$ cat src/rtl/core/rvdec_pkg.sv
// ----------------------------------------------------------------------------
// rvdec_pkg
// Shared types and encodings for the RV32IM instruction decoder.
// ----------------------------------------------------------------------------
package rvdec_pkg;

  localparam logic [6:0] OPC_LUI    = 7'h37;
  localparam logic [6:0] OPC_AUIPC  = 7'h17;
  localparam logic [6:0] OPC_JAL    = 7'h6f;
  localparam logic [6:0] OPC_JALR   = 7'h67;
  localparam logic [6:0] OPC_BRANCH = 7'h63;
  localparam logic [6:0] OPC_LOAD   = 7'h03;
  localparam logic [6:0] OPC_STORE  = 7'h23;
  localparam logic [6:0] OPC_OPIMM  = 7'h13;
  localparam logic [6:0] OPC_OP     = 7'h33;
  localparam logic [6:0] OPC_FENCE  = 7'h0f;
  localparam logic [6:0] OPC_SYSTEM = 7'h73;
  localparam logic [6:0] F7_ALT     = 7'h20;
  localparam logic [6:0] F7_MULDIV  = 7'h01;

  localparam logic [1:0] ST_EMPTY   = 2'd0;
  localparam logic [1:0] ST_LEGAL   = 2'd1;
  localparam logic [1:0] ST_ILLEGAL = 2'd2;

  localparam logic [2:0] UNIT_ALU = 3'd0;
  localparam logic [2:0] UNIT_BRU = 3'd1;
  localparam logic [2:0] UNIT_LSU = 3'd2;
  localparam logic [2:0] UNIT_MUL = 3'd3;
  localparam logic [2:0] UNIT_DIV = 3'd4;
  localparam logic [2:0] UNIT_CSR = 3'd5;

  localparam logic [1:0] SRC_NONE = 2'd0;
  localparam logic [1:0] SRC_REG  = 2'd1;
  localparam logic [1:0] SRC_IMM  = 2'd2;

  typedef struct packed {
    logic        en;
    logic [31:0] pc;
    logic [31:0] word;
  } slot_t;

  typedef struct packed {
    logic [1:0]  status;
    logic [31:0] pc;
    logic [5:0]  op;
    logic [2:0]  unit;
    logic [3:0]  sub;
    logic [3:0]  args;
    logic [4:0]  r1;
    logic [4:0]  r2;
    logic [4:0]  rd;
    logic [31:0] imm;
    logic [11:0] csr;
    logic [3:0]  flags;
  } uop_t;

endpackage

$ cat src/rtl/core/rvdec_logic.sv
// ----------------------------------------------------------------------------
// rvdec_logic
// Combinational decode of one instruction slot into a micro-op.
// ----------------------------------------------------------------------------
module rvdec_logic (
  input  rvdec_pkg::slot_t slot,
  output rvdec_pkg::uop_t  uop
);

  logic [31:0] w;
  logic [6:0]  opc, f7;
  logic [4:0]  f_rd, f_rs1, f_rs2;
  logic [2:0]  f3;
  logic [11:0] imm_i;
  logic [31:0] sx_i, sx_s, sx_b, sx_j;
  logic [5:0]  op;
  logic [2:0]  unit;
  logic [3:0]  sub;
  logic [1:0]  a1, a2;
  logic [4:0]  r1, r2, rd;
  logic [31:0] imm;
  logic [11:0] csr;
  logic        wen, bad;

  assign w     = slot.word;
  assign opc   = w[6:0];
  assign f_rd  = w[11:7];
  assign f3    = w[14:12];
  assign f_rs1 = w[19:15];
  assign f_rs2 = w[24:20];
  assign f7    = w[31:25];
  assign imm_i = w[31:20];
  assign sx_i  = {{20{w[31]}}, w[31:20]};
  assign sx_s  = {{20{w[31]}}, w[31:25], w[11:7]};
  assign sx_b  = {{20{w[31]}}, w[7], w[30:25], w[11:8], 1'b0};
  assign sx_j  = {{12{w[31]}}, w[19:12], w[20], w[30:21], 1'b0};

  always_comb begin
    op = '0; unit = rvdec_pkg::UNIT_ALU; sub = '0;
    a1 = rvdec_pkg::SRC_NONE; a2 = rvdec_pkg::SRC_NONE;
    r1 = '0; r2 = '0; rd = '0; imm = '0; csr = '0; wen = 1'b0; bad = 1'b0;
    unique case (opc)
      rvdec_pkg::OPC_LUI, rvdec_pkg::OPC_AUIPC: begin
        op  = (opc == rvdec_pkg::OPC_LUI) ? 6'd1 : 6'd2;
        sub = (opc == rvdec_pkg::OPC_LUI) ? 4'd0 : 4'd1;
        imm = {w[31:12], 12'h000}; rd = f_rd; wen = 1'b1;
      end
      rvdec_pkg::OPC_JAL: begin
        op = 6'd3; unit = rvdec_pkg::UNIT_BRU; imm = sx_j; rd = f_rd; wen = 1'b1;
      end
      rvdec_pkg::OPC_JALR: begin
        op = 6'd4; unit = rvdec_pkg::UNIT_BRU; sub = 4'd1;
        a1 = rvdec_pkg::SRC_REG; r1 = f_rs1; imm = sx_i; rd = f_rd; wen = 1'b1;
      end
      rvdec_pkg::OPC_BRANCH: begin
        unit = rvdec_pkg::UNIT_BRU; a1 = rvdec_pkg::SRC_REG; r1 = f_rs1;
        a2 = rvdec_pkg::SRC_REG; r2 = f_rs2; imm = sx_b;
        case (f3)
          3'd0, 3'd1: begin op = 6'd5 + {3'd0, f3}; sub = 4'd2 + {1'b0, f3}; end
          3'd2, 3'd3: bad = 1'b1;
          default: begin op = 6'd3 + {3'd0, f3}; sub = {1'b0, f3}; end
        endcase
      end
      rvdec_pkg::OPC_LOAD: begin
        unit = rvdec_pkg::UNIT_LSU; a1 = rvdec_pkg::SRC_REG; r1 = f_rs1;
        imm = sx_i; rd = f_rd; wen = 1'b1;
        case (f3)
          3'd0, 3'd1, 3'd2: begin op = 6'd11 + {3'd0, f3}; sub = {1'b0, f3}; end
          3'd4, 3'd5: begin op = 6'd10 + {3'd0, f3}; sub = {1'b0, f3} - 4'd1; end
          default: bad = 1'b1;
        endcase
      end
      rvdec_pkg::OPC_STORE: begin
        unit = rvdec_pkg::UNIT_LSU; a1 = rvdec_pkg::SRC_REG; r1 = f_rs1;
        a2 = rvdec_pkg::SRC_REG; r2 = f_rs2; imm = sx_s;
        if (f3 <= 3'd2) begin
          op = 6'd16 + {3'd0, f3}; sub = 4'd5 + {1'b0, f3};
        end else begin
          bad = 1'b1;
        end
      end
      rvdec_pkg::OPC_OPIMM: begin
        a1 = rvdec_pkg::SRC_REG; r1 = f_rs1; a2 = rvdec_pkg::SRC_IMM;
        imm = sx_i; rd = f_rd; wen = 1'b1;
        case (f3)
          3'd0: begin op = 6'd19; sub = 4'd2; end
          3'd1: if (f7 == 7'd0) begin op = 6'd25; sub = 4'd4; end else bad = 1'b1;
          3'd2: begin op = 6'd20; sub = 4'd5; end
          3'd3: begin op = 6'd21; sub = 4'd6; end
          3'd4: begin op = 6'd22; sub = 4'd7; end
          3'd5: begin
            if (f7 == 7'd0) begin op = 6'd26; sub = 4'd8; end
            else if (f7 == rvdec_pkg::F7_ALT) begin op = 6'd27; sub = 4'd9; end
            else bad = 1'b1;
          end
          3'd6: begin op = 6'd23; sub = 4'd10; end
          default: begin op = 6'd24; sub = 4'd11; end
        endcase
      end
      rvdec_pkg::OPC_OP: begin
        a1 = rvdec_pkg::SRC_REG; r1 = f_rs1; a2 = rvdec_pkg::SRC_REG; r2 = f_rs2;
        rd = f_rd; wen = 1'b1;
        if (f7 == 7'd0) begin
          case (f3)
            3'd0: begin op = 6'd28; sub = 4'd2; end
            3'd1: begin op = 6'd30; sub = 4'd4; end
            3'd2: begin op = 6'd31; sub = 4'd5; end
            3'd3: begin op = 6'd32; sub = 4'd6; end
            3'd4: begin op = 6'd33; sub = 4'd7; end
            3'd5: begin op = 6'd34; sub = 4'd8; end
            3'd6: begin op = 6'd36; sub = 4'd10; end
            default: begin op = 6'd37; sub = 4'd11; end
          endcase
        end else if (f7 == rvdec_pkg::F7_ALT && f3 == 3'd0) begin
          op = 6'd29; sub = 4'd3;
        end else if (f7 == rvdec_pkg::F7_ALT && f3 == 3'd5) begin
          op = 6'd35; sub = 4'd9;
        end else if (f7 == rvdec_pkg::F7_MULDIV) begin
          op   = 6'd38 + {3'd0, f3};
          unit = f3[2] ? rvdec_pkg::UNIT_DIV : rvdec_pkg::UNIT_MUL;
          sub  = {2'b00, f3[1:0]};
        end else begin
          bad = 1'b1;
        end
      end
      rvdec_pkg::OPC_FENCE: begin
        if (f3 == 3'd0 && f_rd == 5'd0 && f_rs1 == 5'd0 && w[31:28] == 4'd0) begin
          op = 6'd46; sub = 4'd12; imm = {20'd0, imm_i};
        end else if (f3 == 3'd1 && f_rd == 5'd0 && f_rs1 == 5'd0 && imm_i == 12'd0) begin
          op = 6'd47; sub = 4'd13;
        end else begin
          bad = 1'b1;
        end
      end
      rvdec_pkg::OPC_SYSTEM: begin
        if (f3 == 3'd0) begin
          if (f_rd == 5'd0 && f_rs1 == 5'd0 && imm_i <= 12'd1) begin
            op = 6'd48 + {5'd0, imm_i[0]}; sub = 4'd14 + {3'd0, imm_i[0]};
          end else begin
            bad = 1'b1;
          end
        end else if (f3 == 3'd4) begin
          bad = 1'b1;
        end else begin
          unit = rvdec_pkg::UNIT_CSR; csr = imm_i; rd = f_rd; wen = 1'b1;
          sub  = {2'b00, f3[1:0]} - 4'd1;
          if (!f3[2]) begin
            op = 6'd49 + {3'd0, f3}; a1 = rvdec_pkg::SRC_REG; r1 = f_rs1;
          end else begin
            op = 6'd48 + {3'd0, f3}; a1 = rvdec_pkg::SRC_IMM; imm = {27'd0, f_rs1};
          end
        end
      end
      default: bad = 1'b1;
    endcase
  end

  always_comb begin
    uop = '0;
    if (slot.en) begin
      uop.status = bad ? rvdec_pkg::ST_ILLEGAL : rvdec_pkg::ST_LEGAL;
      uop.pc     = slot.pc;
      uop.op     = bad ? 6'd0 : op;
      uop.unit   = unit;
      uop.sub    = bad ? 4'd0 : sub;
      uop.args   = {a2, a1};
      uop.r1     = r1;
      uop.r2     = r2;
      uop.rd     = rd;
      uop.imm    = imm;
      uop.csr    = csr;
      uop.flags  = {wen && rd != 5'd0,
                    a2 == rvdec_pkg::SRC_REG && r2 != 5'd0,
                    a1 == rvdec_pkg::SRC_REG && r1 != 5'd0,
                    wen};
    end
  end

endmodule

$ cat src/rtl/core/rv32im_instruction_decoder.sv
// ----------------------------------------------------------------------------
// rv32im_instruction_decoder
// RV32IM, Zicsr and fence decoder for one fetch slot, one transfer per cycle.
// ----------------------------------------------------------------------------
// A transfer is taken at each rising edge where start is high; busy is always
// low, so an instruction can be presented every cycle. The slot is captured in
// an input register, decoded by combinational logic in the next cycle and
// caught in the result register, so each result appears with done high for
// one cycle. The receiver cannot stall the
// block and must take every result in the cycle where done is high. The
// block has two register stages, input and result, around the decode logic.
module rv32im_instruction_decoder (
  input  logic               clk,
  input  logic               rst,
  input  logic               start,
  output logic               busy,
  input  logic               slot_enable,
  input  logic [31:0]        fetch_pc,
  input  logic [31:0]        instr_word,
  output logic               done,
  output logic [1:0]         slot_status,
  output logic [31:0]        uop_pc,
  output logic [5:0]         op_kind,
  output logic [2:0]         exec_unit,
  output logic [3:0]         unit_subop,
  output logic [3:0]         arg_sources,
  output logic [4:0]         src1_reg,
  output logic [4:0]         src2_reg,
  output logic [4:0]         dest_reg,
  output logic signed [31:0] immediate,
  output logic [11:0]        csr_addr,
  output logic [3:0]         reg_flags
);

  rvdec_pkg::slot_t slot;
  rvdec_pkg::uop_t  uop_next, uop;
  logic             slot_valid, done_q;

  // The decoder never refuses a transfer.
  assign busy = 1'b0;

  always_ff @(posedge clk) begin
    if (rst) begin
      slot_valid <= 1'b0;
      done_q     <= 1'b0;
    end else begin
      slot_valid <= start;
      done_q     <= slot_valid;
    end
    if (start) begin
      slot <= '{en: slot_enable, pc: fetch_pc, word: instr_word};
    end
    if (slot_valid) begin
      uop <= uop_next;
    end
  end

  rvdec_logic u_logic (
    .slot (slot),
    .uop  (uop_next)
  );

  assign done        = done_q;
  assign slot_status = uop.status;
  assign uop_pc      = uop.pc;
  assign op_kind     = uop.op;
  assign exec_unit   = uop.unit;
  assign unit_subop  = uop.sub;
  assign arg_sources = uop.args;
  assign src1_reg    = uop.r1;
  assign src2_reg    = uop.r2;
  assign dest_reg    = uop.rd;
  assign immediate   = uop.imm;
  assign csr_addr    = uop.csr;
  assign reg_flags   = uop.flags;

endmodule

$ cat config.mk
export PLATFORM = sky130hd
export DESIGN_NAME = rv32im_instruction_decoder
export DESIGN_NICKNAME = d
export VERILOG_FILES = /design/src/rtl/core/rvdec_pkg.sv /design/src/rtl/core/rvdec_logic.sv /design/src/rtl/core/rv32im_instruction_decoder.sv
export SDC_FILE = /design/constraint.sdc
export NUM_CORES = 1
export LEC_CHECK = 0
export BUFFER_PORTS_ARGS = -buffer_cell sky130_fd_sc_hd__buf_2
export CAP_MARGIN = 0
export CORE_AREA = 2 2 145 112
export CTS_CLUSTER_DIAMETER = 200
export DETAILED_ROUTE_END_ITERATION = 7
export DIE_AREA = 0 0 147 114
export PLACE_DENSITY = 0.81
export SLEW_MARGIN = 20
export SYNTH_ARGS = -nofsm -noshare
export SYNTH_HDL_FRONTEND = slang
export SYNTH_HIERARCHICAL = 1
export SYNTH_SLANG_ARGS = --single-unit
export TNS_END_PERCENT = 30
$ cat constraint.sdc
create_clock -name clk -period 10.02 [get_ports clk]
set_clock_uncertainty 0.05 [all_clocks]
set_input_delay 0 -clock clk [delete_from_list [all_inputs] [get_ports clk]]
set_output_delay 0 -clock clk [all_outputs]
set_load 0.02 [all_outputs]
# Word level (Yosys, flattened, before mapping)
# Index checks and enable logic that the tools add are counted.
# word_totals
output_inout_bits,116
ff_bits,181
elab_cells,179
# op_classes
mux,86
bitwise_logic,2
n_lt_le_gt_ge,2
n_eq_ne,21
addsub,14
n_reduce_logical,37
# op_table
operator,n
32-bit one-hot mux with 7 select lines,1
6-bit one-hot mux with 7 select lines,2
6-bit 2-to-1 mux,12
32-bit 2-to-1 mux,2
6-bit one-hot mux with 10 select lines,1
4-bit one-hot mux with 7 select lines,2
5-bit 2-to-1 mux,9
4-bit 2-to-1 mux,11
4-bit one-hot mux with 9 select lines,1
7-bit by 6-bit equality test with 1-bit output (second input constant),4
7-bit equality test (second input constant),4
3-bit 2-to-1 mux,8
6-bit one-hot mux with 2 select lines,2
5-bit one-hot mux with 2 select lines,2
1-bit 2-to-1 mux,18
4-bit one-hot mux with 2 select lines,2
5-bit nonzero test,3
7-bit by 5-bit equality test with 1-bit output (second input constant),2
1-bit logical AND,13
5-bit by 4-bit adder with 6-bit output (first input constant),2
12-bit by 1-bit less-or-equal comparator with 1-bit output (second input constant),1
12-bit logical NOT,1
12-bit 2-to-1 mux,1
2-bit 2-to-1 mux,6
32 further kinds,52

# Longest topological paths before layout
# logic_depth
ltp_word,8
mapped_depth,11

# Cells and area by module
# Netlist, hierarchy kept.
# by_module_without_submodules
mod,area_each_um2,cells_each,n_inst
rv32im_instruction_decoder,5439.0,185,1
rvdec_logic,2801.4,481,1

# Least setup slack after synthesis
# No wires, ideal clock.
# synth_path
kind,reg2reg
from,reg slot_valid
to,"reg uop (netlist bit arg_sources[0]), enable pin"
path_stages_with_launch,1
required_time_ns,9.487
n_path_buf,0
setup_ns,0.483
path_slack_ns,6.709
synth_period_minus_slack_ns,3.311
arrival_ns,2.778
cell_sequence,dfxtp_1
# synth_lines
item,line_no,text
from (decl),rv32im_instruction_decoder.sv:37,"logic slot_valid, done_q;"
from (signal assigned),rv32im_instruction_decoder.sv:47,slot_valid <= start;
to (signal assigned),rv32im_instruction_decoder.sv:54,uop <= uop_next;
to (decl),rv32im_instruction_decoder.sv:36,"rvdec_pkg::uop_t uop_next, uop;"
# No word-level cell between the ends.

# Final worst setup path
# layout_path
from,"reg, netlist name slot[12]"
to,"reg uop (netlist bit op_kind[4]), data pin"
# layout_via
elab_chain_cells,8
# layout_lines
item
"parallel branches: the longest is 8 deep, another holds 6-bit by 3-bit adder with 6-bit output"
# Several ways; the timed one is not identified.
# A chain may end at the register's enable or synchronous reset.

==> run metrics <==
final WL 23,770 microns; post-layout min period 3.689 ns; Tot GR Track Use 0.2828; Worst-Margin Slew 1.023 ns; Synth Net Count 751; metal1 wirelength 10,390 microns; Post-Route Setup TNS 0 ns; synth warn 6; critical path required time 10.23 ns; post-route ant nets 0; Main synth FF type edfxtp_1; dpl cells 1,025; crit path DAT 3.90 ns; vias in the first global route 6,154; period utilization 0.3681; Slew Limit Fails 0; largest net degree at the start of global routing 73; Worst Path Max Fanout 21; Synth Cell Area 0.008240 sq mm; CTS tree built; Area Overhead vs Synth 28.15%; clk slew on worst S/H paths 0.08 ns; RSZ-0062 raised after global routing false; PortBufs 182; status completed; Num CTS Buffers 17; drt via density 5.867; Seq cells post-synth 181; EDFF count, synth 179; WP buf/inv 2; DRC 0; initial drt markers 1,090; # setup viols final 0; DP Area 0.009304 sq mm; Detailed Place HPWL 15,590 microns; top layer in use met4; Core ar. 0.01551 sq mm; die height 114 microns; die area 0.01676 sq mm; Top reg by flops slot; Netlist cell types 70; Avg Inst Size Synth 12.37 sq um; Power Dens Cells 169.8 mW/mm^2; share of layout cells above drive strength 1 0.2541; fraction of registers with async set/reset 0; met3 WL 2139 microns; CP top delay family adder cells; starting density of the core 0.5311; Mapped Cells 666; sequential cell area fraction in the yosys report 0.6572; final hold slack 0.2280 ns; global route total overflow 0; non-filler cells, final 1,124; Layout Nets 985; CTS root buf clkbuf_16; Final GP Congestion 0.9799; type of origin of the critical path register; drt wl/cell 21.15 microns; fin util 0.6806; Hold/Removal Path Class in2reg; Max Cap Viol 0; Pre-Repair DR Iteration Count 6; row cnt 40; max_slew headroom 0.3130; max incr delay on CP 0.74 ns; Max VDD drop 0.0001246 V; io pins 184; Clock Tree Buf Depth 2; Peak Freq 271.1 MHz; Leakage 3.711 nW; Largest register FFs 65; initial antenna violation count 1; first-pass GRT wire length 35,740 microns; commonest non-fill, non-tap cell in the layout buf_2; Horiz. Die Dim 147 microns; critical path capture point type register; TritonCTS Sinks 181; fin area 0.01056 sq mm; Fill cells 1,109; via count 6,595; most frequent cells in the layout 182 x buf_2, 179 x edfxtp_1, 66 x dlygate4sd3_1, 60 x and2_1, 58 x nand2_1; final hold viol count 0; CP Cell Sequence inv_1, ha_1, ha_1, inv_1, nand2_1, a2111oi_0, and4b_1, nand4_2, a31oi_1; Worst path slowest cell ha_1; clock latency on the worst-skew pair 0.43 ns; critical path class reg2reg; depth of the CTS H-tree 4; R2R setup slack 6.33 ns; met2 wire length 10,870 microns
final timing paths:
path | start | end | depth (start not counted)
max | slot[12]$_DFFE_PP_ | op_kind[4]$_DFFE_PP_ | 9
min reg2reg | slot[47]$_DFFE_PP_ | uop_pc[15]$_DFFE_PP_ | 1
min | fetch_pc[29] | slot[61]$_DFFE_PP_ | 2
max reg2reg | slot[12]$_DFFE_PP_ | op_kind[4]$_DFFE_PP_ | 9
power by group:
group	internal (mW)	switching, mW	total (mW)	leakage, nW
registers	0.886	0.0390	0.925	1.60
logic	0.0776	0.133	0.210	1.82
clock network	0.335	0.323	0.658	0.284
total	1.30	0.495	1.79	3.71
through the flow:
stage | power (mW) | setup WS (ns)
after floorplan | 1.043 | 6.709
after global placement | 1.123 | 6.623
after detailed placement | 1.124 | 6.523
after CTS | 1.790 | 6.515
after global routing | 1.851 | 6.138
final | 1.794 | 6.331
worst register-to-register path, cell delays in order (launching register included):
cell and delay (ns):
edfxtp_1 0.63, inv_1 0.32, ha_1 0.33, ha_1 0.74
inv_1 0.27, nand2_1 0.18, a2111oi_0 0.11, and4b_1 0.39
nand4_2 0.25, a31oi_1 0.27
area by class of cell:
class	instances	area (sq um)	share of cell area
clock buffer	17	425.4	0.04028
multi-input combinational	437	2636	0.2496
clock inverter	15	167.7	0.01588
timing repair buffer	253	1609	0.1524
inverter	10	37.54	0.003555
sequential	181	5419	0.5132
antenna	1	2.502	0.0002370
tap	210	262.8	0.02488
layer usage:
layer | track usage | vias up
li1 | - | 2978
met1 | 0.4177 | 3159
met2 | 0.4216 | 416
met3 | 0.07160 | 42
met4 | 0.07756 | 0
met5 | 0 | -
cells by family (layout without fill, tap and decap cells):
kind of cell / after synthesis / count (layout) / synth area share
and+or+nand+nor: 266 / 266 / 0.1742
DFF: 181 / 181 / 0.6572
AOI/OAI and AO/OA: 152 / 152 / 0.1183
buffers and inverters: 48 / 295 / 0.02293
adders and majority gates: 17 / 17 / 0.02581
other: 1 / 2 / 0.0004551
muxes: 1 / 1 / 0.001215
what timing repair did:
item,CTS,global route
hold endpoints to repair,67,0
setup buffers,0,0
hold buffers,66,0
gates resized for setup,0,0
synthesized netlist by cell type (11+ instances only):
cell	number	area, sq um
o21ai_0	27	135.1
ha_1	17	212.7
edfxtp_1	179	5375
nand3_1	13	65.06
nor2_1	50	187.7
nand2_1	58	217.7
clkbuf_1	32	120.1
nor3_1	18	90.09
a21oi_1	55	275.3
and2_1	60	375.4
a31oi_1	16	100.1
and3_1	11	68.82
(Power assumes the default switching activity.)
